**config.mk**
```make
export PLATFORM = sky130hd
export DESIGN_NAME = pct_ctrl
export DESIGN_NICKNAME = d
export VERILOG_FILES = /design/src/rtl/core/pct_pkg.sv /design/src/rtl/core/pct_ctrl.sv
export SDC_FILE = /design/constraint.sdc
export NUM_CORES = 1
export LEC_CHECK = 0
export ABC_AREA = 1
export ABC_CLOCK_PERIOD_IN_PS = 3000
export BUFFER_PORTS_ARGS = -buffer_cell sky130_fd_sc_hd__buf_4
export CORE_MARGIN = 2
export CORE_UTILIZATION = 63
export CTS_BUF_LIST = sky130_fd_sc_hd__clkbuf_8
export CTS_CLUSTER_SIZE = 20
export DETAILED_ROUTE_END_ITERATION = 6
export PLACE_DENSITY = 0.92
export SETUP_SLACK_MARGIN = 0.2
export SLEW_MARGIN = 30
export SYNTH_ARGS = -nofsm -noshare
export SYNTH_HDL_FRONTEND = slang
export SYNTH_SLANG_ARGS = --single-unit
```
**constraint.sdc**
```tcl
create_clock -name clk -period 3 [get_ports clk]
set_clock_uncertainty 0.15 [all_clocks]
set_input_delay 0.3 -clock clk [delete_from_list [all_inputs] [get_ports clk]]
set_output_delay 0.3 -clock clk [all_outputs]
set_load 0.005 [all_outputs]
```
**src/rtl/core/pct_pkg.sv**
```systemverilog
// ----------------------------------------------------------------------------
// pct_pkg
// Types, constants and arithmetic helpers of the polygon centroid transform.
// ----------------------------------------------------------------------------
package pct_pkg;

	localparam int NV  = 4;
	localparam int CAP = 32;
	localparam int IW  = $clog2(NV);
	localparam int CW  = $clog2(CAP + 1);

	typedef logic signed [31:0] q16_t;
	typedef logic signed [32:0] s33_t;
	typedef logic signed [65:0] prod_t;
	typedef logic signed [66:0] sum_t;
	typedef logic signed [52:0] nv_t;
	typedef logic signed [53:0] wide_t;

	localparam s33_t COS2      = 33'sd65496;
	localparam s33_t SIN2      = 33'sd2287;
	localparam q16_t ONE_Q16   = 32'sd65536;
	localparam logic [32:0] SCALE_MIN = 33'd655;
	localparam logic [32:0] SHEAR_MIN = 33'd6553;
	localparam logic [32:0] PICK_MAX  = 33'd196608;
	localparam sum_t PICK_R2   = 67'sd38654705664;

	localparam logic [2:0] CMD_PRESS   = 3'd0;
	localparam logic [2:0] CMD_RELEASE = 3'd1;
	localparam logic [2:0] CMD_DRAG    = 3'd2;
	localparam logic [2:0] CMD_CLEAR   = 3'd3;
	localparam logic [2:0] CMD_CLOSE   = 3'd4;

	localparam logic BTN_LEFT = 1'b0;

	localparam logic [2:0] MODE_NONE      = 3'd0;
	localparam logic [2:0] MODE_TRANSLATE = 3'd1;
	localparam logic [2:0] MODE_ROTATE    = 3'd2;
	localparam logic [2:0] MODE_SCALE     = 3'd3;
	localparam logic [2:0] MODE_SHEAR     = 3'd4;
	localparam logic [2:0] MODE_MIRROR_Y  = 3'd5;
	localparam logic [2:0] MODE_MIRROR_X  = 3'd6;
	localparam logic [2:0] MODE_SWAP      = 3'd7;

	localparam logic [1:0] CFG_MODE        = 2'd0;
	localparam logic [1:0] CFG_HALF_WIDTH  = 2'd1;
	localparam logic [1:0] CFG_HALF_HEIGHT = 2'd2;

	typedef enum logic [4:0] {
		DP_NOP, DP_LOAD, DP_DROP, DP_REL_L, DP_REL_R, DP_CLEAR, DP_CLOSE,
		DP_SQ_X, DP_SQ_Y, DP_PICK, DP_DELTA, DP_TRANSLATE, DP_CENTROID,
		DP_RELATIVE, DP_RS1, DP_RS2, DP_RSCMP, DP_FINIT, DP_DIV_X, DP_DIV_Y,
		DP_SET_X, DP_SET_Y, DP_MUL_XA, DP_MUL_XB, DP_MUL_YA, DP_MUL_YB,
		DP_ROUND, DP_WRITE, DP_MIRROR, DP_EMIT
	} dp_op_t;

	typedef struct packed {
		dp_op_t op;
		logic [IW-1:0] idx;
	} dp_cmd_t;

	typedef struct packed {
		logic [2:0] mode;
		logic sel_valid;
		logic div_x_go;
		logic div_y_go;
		logic div_done;
		logic out_free;
	} dp_stat_t;

	function automatic logic [32:0] mag33(input s33_t v);
		mag33 = v[32] ? 33'(-v) : 33'(v);
	endfunction

	function automatic q16_t sat32(input wide_t v);
		if (v > 54'sd2147483647)
			sat32 = 32'sh7fffffff;
		else if (v < -54'sd2147483648)
			sat32 = 32'sh80000000;
		else
			sat32 = v[31:0];
	endfunction

	function automatic nv_t rnd16(input sum_t v);
		logic [66:0] m;
		logic [66:0] r;
		nv_t q;
		m = v[66] ? 67'(-v) : 67'(v);
		r = (m + 67'd32768) >> 16;
		q = $signed({2'b00, r[50:0]});
		rnd16 = v[66] ? -q : q;
	endfunction

endpackage

```
**src/rtl/core/pct_ctrl.sv**
```systemverilog
// ----------------------------------------------------------------------------
// pct_ctrl
// Sequencer: decodes each pointer event into datapath steps and the report.
// ----------------------------------------------------------------------------
module pct_ctrl import pct_pkg::*; (
	input  logic clk,
	input  logic arst_n,
	input  logic in_valid,
	output logic in_ready,
	input  logic [2:0] command,
	input  logic button,
	input  dp_stat_t stat,
	output dp_cmd_t cmd
);

	typedef enum logic [4:0] {
		S_IDLE, S_DECODE, S_SQ_X, S_SQ_Y, S_PICK, S_REL_L, S_REL_R, S_CLEAR,
		S_CLOSE, S_DELTA, S_TRANSLATE, S_CENTROID, S_RELATIVE, S_RS1, S_RS2,
		S_RSCMP, S_FINIT, S_DIV_X, S_WAIT_X, S_SET_X, S_DIV_Y, S_WAIT_Y,
		S_SET_Y, S_XA, S_XB, S_YA, S_YB, S_ROUND, S_WRITE, S_MIRROR, S_REPORT
	} state_t;

	state_t state_q;
	logic [IW-1:0] idx_q;
	logic [2:0] cmd_q;
	logic btn_q;
	logic idx_last;

	assign idx_last = idx_q == IW'(NV - 1);
	assign in_ready = state_q == S_IDLE;

	always_comb begin
		cmd.idx = idx_q;
		cmd.op  = DP_NOP;
		unique case (state_q)
			S_IDLE:      cmd.op = in_valid ? DP_LOAD : DP_NOP;
			S_DECODE:    cmd.op = (cmd_q == CMD_PRESS || cmd_q == CMD_RELEASE) ?
				DP_DROP : DP_NOP;
			S_SQ_X:      cmd.op = DP_SQ_X;
			S_SQ_Y:      cmd.op = DP_SQ_Y;
			S_PICK:      cmd.op = DP_PICK;
			S_REL_L:     cmd.op = DP_REL_L;
			S_REL_R:     cmd.op = DP_REL_R;
			S_CLEAR:     cmd.op = DP_CLEAR;
			S_CLOSE:     cmd.op = DP_CLOSE;
			S_DELTA:     cmd.op = DP_DELTA;
			S_TRANSLATE: cmd.op = DP_TRANSLATE;
			S_CENTROID:  cmd.op = DP_CENTROID;
			S_RELATIVE:  cmd.op = DP_RELATIVE;
			S_RS1:       cmd.op = DP_RS1;
			S_RS2:       cmd.op = DP_RS2;
			S_RSCMP:     cmd.op = DP_RSCMP;
			S_FINIT:     cmd.op = DP_FINIT;
			S_DIV_X:     cmd.op = DP_DIV_X;
			S_WAIT_X:    cmd.op = DP_NOP;
			S_SET_X:     cmd.op = DP_SET_X;
			S_DIV_Y:     cmd.op = DP_DIV_Y;
			S_WAIT_Y:    cmd.op = DP_NOP;
			S_SET_Y:     cmd.op = DP_SET_Y;
			S_XA:        cmd.op = DP_MUL_XA;
			S_XB:        cmd.op = DP_MUL_XB;
			S_YA:        cmd.op = DP_MUL_YA;
			S_YB:        cmd.op = DP_MUL_YB;
			S_ROUND:     cmd.op = DP_ROUND;
			S_WRITE:     cmd.op = DP_WRITE;
			S_MIRROR:    cmd.op = DP_MIRROR;
			S_REPORT:    cmd.op = stat.out_free ? DP_EMIT : DP_NOP;
			default:     cmd.op = DP_NOP;
		endcase
	end

	always_ff @(posedge clk or negedge arst_n) begin
		if (!arst_n) begin
			state_q <= S_IDLE;
			idx_q   <= '0;
			cmd_q   <= CMD_PRESS;
			btn_q   <= BTN_LEFT;
		end else begin
			unique case (state_q)
				S_IDLE: begin
					if (in_valid) begin
						cmd_q   <= command;
						btn_q   <= button;
						idx_q   <= '0;
						state_q <= S_DECODE;
					end
				end
				S_DECODE: begin
					unique case (cmd_q)
						CMD_PRESS:   state_q <= (btn_q == BTN_LEFT) ? S_SQ_X : S_REPORT;
						CMD_RELEASE: state_q <= (btn_q == BTN_LEFT) ? S_REL_L : S_REL_R;
						CMD_DRAG:    state_q <= (stat.sel_valid && stat.mode != MODE_NONE) ?
							S_DELTA : S_REPORT;
						CMD_CLEAR:   state_q <= S_CLEAR;
						CMD_CLOSE:   state_q <= S_CLOSE;
						default:     state_q <= S_REPORT;
					endcase
				end
				S_SQ_X: state_q <= S_SQ_Y;
				S_SQ_Y: state_q <= S_PICK;
				S_PICK: begin
					if (idx_last) begin
						idx_q   <= '0;
						state_q <= S_REPORT;
					end else begin
						idx_q   <= idx_q + IW'(1);
						state_q <= S_SQ_X;
					end
				end
				S_REL_L, S_REL_R, S_CLEAR, S_CLOSE, S_TRANSLATE, S_MIRROR:
					state_q <= S_REPORT;
				S_DELTA: state_q <= (stat.mode == MODE_TRANSLATE) ? S_TRANSLATE : S_CENTROID;
				S_CENTROID: state_q <= S_RELATIVE;
				S_RELATIVE: begin
					if (stat.mode == MODE_ROTATE)
						state_q <= S_RS1;
					else if (stat.mode == MODE_SCALE || stat.mode == MODE_SHEAR)
						state_q <= S_FINIT;
					else
						state_q <= S_MIRROR;
				end
				S_RS1: state_q <= S_RS2;
				S_RS2: state_q <= S_RSCMP;
				S_RSCMP: state_q <= S_XA;
				S_FINIT: begin
					if (stat.div_x_go)
						state_q <= S_DIV_X;
					else if (stat.div_y_go)
						state_q <= S_DIV_Y;
					else
						state_q <= S_XA;
				end
				S_DIV_X: state_q <= S_WAIT_X;
				S_WAIT_X: if (stat.div_done) state_q <= S_SET_X;
				S_SET_X: state_q <= stat.div_y_go ? S_DIV_Y : S_XA;
				S_DIV_Y: state_q <= S_WAIT_Y;
				S_WAIT_Y: if (stat.div_done) state_q <= S_SET_Y;
				S_SET_Y: state_q <= S_XA;
				S_XA: state_q <= (stat.mode == MODE_ROTATE) ? S_XB : S_YA;
				S_XB: state_q <= S_YA;
				S_YA: state_q <= (stat.mode == MODE_ROTATE) ? S_YB : S_ROUND;
				S_YB: state_q <= S_ROUND;
				S_ROUND: state_q <= S_WRITE;
				S_WRITE: begin
					if (idx_last) begin
						idx_q   <= '0;
						state_q <= S_REPORT;
					end else begin
						idx_q   <= idx_q + IW'(1);
						state_q <= S_XA;
					end
				end
				S_REPORT: begin
					if (stat.out_free) begin
						if (idx_last) begin
							idx_q   <= '0;
							state_q <= S_IDLE;
						end else begin
							idx_q <= idx_q + IW'(1);
						end
					end
				end
				default: state_q <= S_IDLE;
			endcase
		end
	end

endmodule

```
# Yosys cells after proc, flatten, opt, wreduce, memory -nomap -nowiden
# Cells that the tools add are included.
[word_totals]
reg_bits = 11
out_inout_bits = 8
[op_classes]
reduce_logical = 13
mux = 27
addsub = 1
eq_ne = 44
[ops]
columns = ["cell", "n"]
rows = [
  ["case mux 5 bit (29 select lines)", 1],
  ["case mux 5 bit (25 select lines)", 1],
  ["equality test 5 bit, second input constant", 15],
  ["2-to-1 mux 5 bit", 10],
  ["equality test 5 x 4 -> 1 bit, second input constant", 8],
  ["case mux 5 bit (5 select lines)", 1],
  ["equality test 5 x 3 -> 1 bit, second input constant", 4],
  ["equality test 3 x 2 -> 1 bit, second input constant", 4],
  ["2-to-1 mux 2 bit", 6],
  ["equality test 5 x 2 -> 1 bit, second input constant", 2],
  ["!= test 2 bit, second input constant", 5],
  ["2-to-1 mux 4 bit", 2],
  ["equality test 3 x 1 -> 1 bit, second input constant", 2],
  ["equality test 3 bit, second input constant", 2],
  ["case mux 2 bit (3 select lines)", 1],
  ["nonzero test 3 bit", 2],
  ["OR reduction 6 bit", 1],
  ["equality test 5 x 1 -> 1 bit, second input constant", 1],
  ["logical NOT 5 bit", 1],
  ["AND reduction 5 bit", 1],
  ["2-to-1 mux 1 bit", 4],
  ["OR reduction 2 bit", 2],
  ["logical NOT 3 bit", 1],
  ["2-to-1 mux 3 bit", 1],
  ["other kinds (6)", 7],
]

# Depth between registers and ports, before layout
[logic_depth]
ltp_word = 5
ltp_mapped = 12

# Worst setup path after synthesis
# OpenSTA, ideal clock, no wires.
[synth_timing]
path_kind = "reg2out"
from = "register state_q[2]"
to = "output port cmd[4] (netlist name)"
required_ns = 2.550
path_slack_ns = 1.317
n_path_buf = 0
path_stages_with_launch = 9
arrival_ns = 1.233
cell_sequence = "dfrtp_1 -> nand2_2 -> inv_2 -> nand3_1 -> nand2_1 -> inv_1 -> nand3_1 -> nor3_1 -> nand3_1"
[synth_lines]
columns = ["item", "line", "text"]
rows = [
  ["from (decl)", "pct_ctrl.sv:23", "state_t state_q;"],
  ["from (signal assigned)", "pct_ctrl.sv:90", "CMD_PRESS: state_q <= (btn_q == BTN_LEFT) ? S_SQ_X : S_REPORT;"],
  ["from (signal assigned)", "pct_ctrl.sv:91", "CMD_RELEASE: state_q <= (btn_q == BTN_LEFT) ? S_REL_L : S_REL_R;"],
  ["from (signal assigned)", "pct_ctrl.sv:92", "CMD_DRAG: state_q <= (stat.sel_valid && stat.mode != MODE_NONE) ?"],
  ["to (decl)", "pct_ctrl.sv:13", "output dp_cmd_t cmd"],
]

==> results by group <==
Status
  – Status: completed

Synthesis
  – Adder-Cell Fraction of Synth Area: 0.894%
  – Synthesized Nets: 266
  – Synth Register Bits: 11
  – Synth Area in Compound Gates: 9.65%
  – Synthesized area per cell: 5.60 um^2
  – Warnings, synthesis: 0
  – Largest family of logic cells by synthesized area: simple AND/OR/NAND/NOR gates
  – Cell variety after synth: 26
  – Register area share after synthesis: 19.7%
  – Multiplexer share of the synthesized area: 0.804%
  – Cell count after synthesis: 250
  – Top_reg_cell synth: dfrtp_1
  – Async S/R FF share, synth: 100%
  – Synthesized cell area: 1400 um^2
  – Simple-Gate Fraction of Synth Area: 58.6%
  – Synth Area in XOR/XNOR: 0%
  – Post-synth EDFFs: 0

STA
  – Post-Route Setup TNS: 0 ns
  – Period utilization: 83.2%
  – Final hold violations: 0
  – Worst slew margin: 71.6%
  – RSZ-0062 raised after global routing: no
  – Fin Hold WS: 0.119 ns
  – Final setup vio count: 0
  – Final min period: 2.50 ns
  – Slew Limit Fails: 0
  – Least-Margin Pin Slew: 0.426 ns
  – Maximum clock rate: 401 MHz

CTS
  – Clock tree buffer depth: 2
  – Post-cts sizing count: 0
  – CTS tree: done
  – Setup bufs post-CTS: 0
  – Clk sinks: 11
  – Clock H-tree levels: 1
  – Post-CTS Hold Buffers: 1
  – Total CTS buffers: 3
  – Clock Pin Slew Worst Setup and Hold Paths: 0.05 ns
  – Clock root buffer: clkbuf_8
  – Worst skew pair latency: 0.24 ns

Setup path
  – Crit path max fanout: 16
  – Crit start category: flop
  – CP arrival: 2.05 ns
  – Critical Setup Path Class: reg2out
  – Setup crit end kind: primary output
  – Slowest-stage cell, CP: dfrtp_1
  – Critical Path RT: 2.55 ns
  – CP peak stage delay: 0.60 ns
  – Crit path buf inv count: 3
  – Critical path depth: 8
  – FF-to-FF path depth: 8
  – CP Cell Sequence: inv_2 > nand3_1 > nand2_1 > inv_1 > nand3_1 > nor3_1 > nand3_1 > buf_4
  – Most frequent CP cell: nand3_1
  – CP top delay family: simple AND/OR/NAND/NOR gates

Route
  – Routed len/inst: 14.6 um
  – Post-DRT Antenna Nets: 0
  – Wirelength, routed: 4410 um
  – DR pass1 iterations: 6
  – Vias/cell: 5.95
  – Vias post-DR: 1797
  – Starting DRT DRC Count: 132
  – Post-route DRC: 0

Place
  – Detailed placement HPWL: 3300 um
  – Placed inst area: 1580 um^2
  – Port buffer count: 22
  – Routability cong.: 1.12

Global route
  – Vias in the first global route: 1645
  – Antenna violations before repair: 0
  – First-pass GRT wire length: 7470 um
  – GRT Residual Overflow: 0
  – Pin count of the biggest net entering global routing: 17
  – Gr usage total: 38.1%

Final layout
  – Share of cells above drive strength 1: 19.3%
  – Commonest cells after routing, fill and taps aside: nand2_1, nand3_1, nor2_1, inv_1, buf_4
  – FILL cells: 193
  – Area Overhead vs Synth: 16.7%
  – Most common cell after layout, fill and taps aside: nand2_1
  – Nets@finish: 291
  – Diodes inserted: 0
  – Fin area: 1630 um^2

Min path
  – HP Class: in2reg
  – Hold path cells: 3

Floorplan
  – I/O pins: 23
  – Core Area: 2150 um^2
  – Die height: 51.1 um
  – Site row count: 17
  – Initial core utilization: 65.2%
  – Area of the die: 2620 um^2
  – Die span in x: 51.1 um

Power
  – Power per cell area: 1180 nW/um^2
  – P_leak: 1.00 nW
  – Worst VDD drop: 0.889 mV
  – Total power draw: 0.00193 W

Job
  – Max-Cap Viols: 0
-- synthesized netlist by cell type (2+ instances only) --
library cell,number,area [um^2]
nand2_1,77,289
inv_1,24,90.1
nor2_2,6,37.5
o21ai_1,2,10.0
buf_2,2,10.0
nand3_1,35,175
nand2_2,2,12.5
inv_2,9,33.8
nor2_4,3,33.8
nand3_2,4,40.0
dfrtp_1,11,275
nand4_1,5,31.3
o21ai_0,8,40.0
nor3_1,8,40.0
nor2_1,35,131
a21oi_1,9,45.0
-- cell type report --
cell class | count | area (um^2) | share of cell area, %
inverters | 33 | 124 | 7.58
repair buffers | 23 | 175 | 10.7
multi-input cells | 203 | 980 | 60.0
well taps | 28 | 35.0 | 2.14
flip-flops and latches | 11 | 275 | 16.8
clock inverters | 1 | 3.75 | 0.230
clock buffers | 3 | 41.3 | 2.53
-- registers in the layout, indices dropped and copies added, names as in the netlist --
signal,flops
state_q,5
cmd_q,3
btn_q,1
idx_q,2
-- metal layers --
metal  wire length [um]  global-route usage (%)  part of all wire, %  up-vias
li1                   -                       -                    -      861
met1               1780                    46.5                   40      787
met2               1990                    62.3                   45      117
met3                374                    7.89                  8.5       32
met4                266                    20.7                  6.0        0
met5                  0                       0                    0        -
-- where the power goes --
part | total, W | internal [W] | switching, W | leakage (nW)
clock network | 0.000147 | 0.0000900 | 0.0000572 | 0.0269
registers | 0.000374 | 0.000231 | 0.000143 | 0.134
logic | 0.00141 | 0.000508 | 0.000902 | 0.841
-- metrics by stage --
| step | setup slack [ns] | cells | utilization (%) |
|---|---|---|---|
| floorplan | 1.32 | 250 | - |
| global placement | 0.832 | 297 | 73.5 |
| detailed placement | 0.836 | 297 | 73.5 |
| CTS | 0.574 | 302 | 76.1 |
| global route | 0.332 | 302 | 76.1 |
| finish | 0.504 | 302 | 76.1 |
-- kinds of logic after synthesis --
| kind of cell | after synthesis |
|---|---|
| fa+ha+maj | 1 |
| flops | 11 |
| buf+inv | 36 |
| simple gates | 178 |
| mux | 1 |
| compound gates | 23 |
-- worst reg2reg max path, stage by stage (launching register included) --
cell	delay, ns
dfrtp_1	0.53
inv_2	0.31
nor2_1	0.16
nand2_1	0.11
nand2_1	0.08
nor2_1	0.21
nand2_1	0.08
nor3_1	0.29
nand2_1	0.10
-- path summary, 6_finish.rpt --
path | from | end | slack (ns)
worst max-delay path | state_q[4] | cmd[4] | 0.50
worst max register to register | state_q[4] | state_q[3] | 0.86
worst min register to register | idx_q[1] | idx_q[1] | 0.41
worst min-delay path | command[1] | cmd_q[1] | 0.12
min in group asynchronous | arst_n | btn_q | 0.28
max in group asynchronous | arst_n | state_q[0] | 2.28
Power figures use the tool's default switching activity.
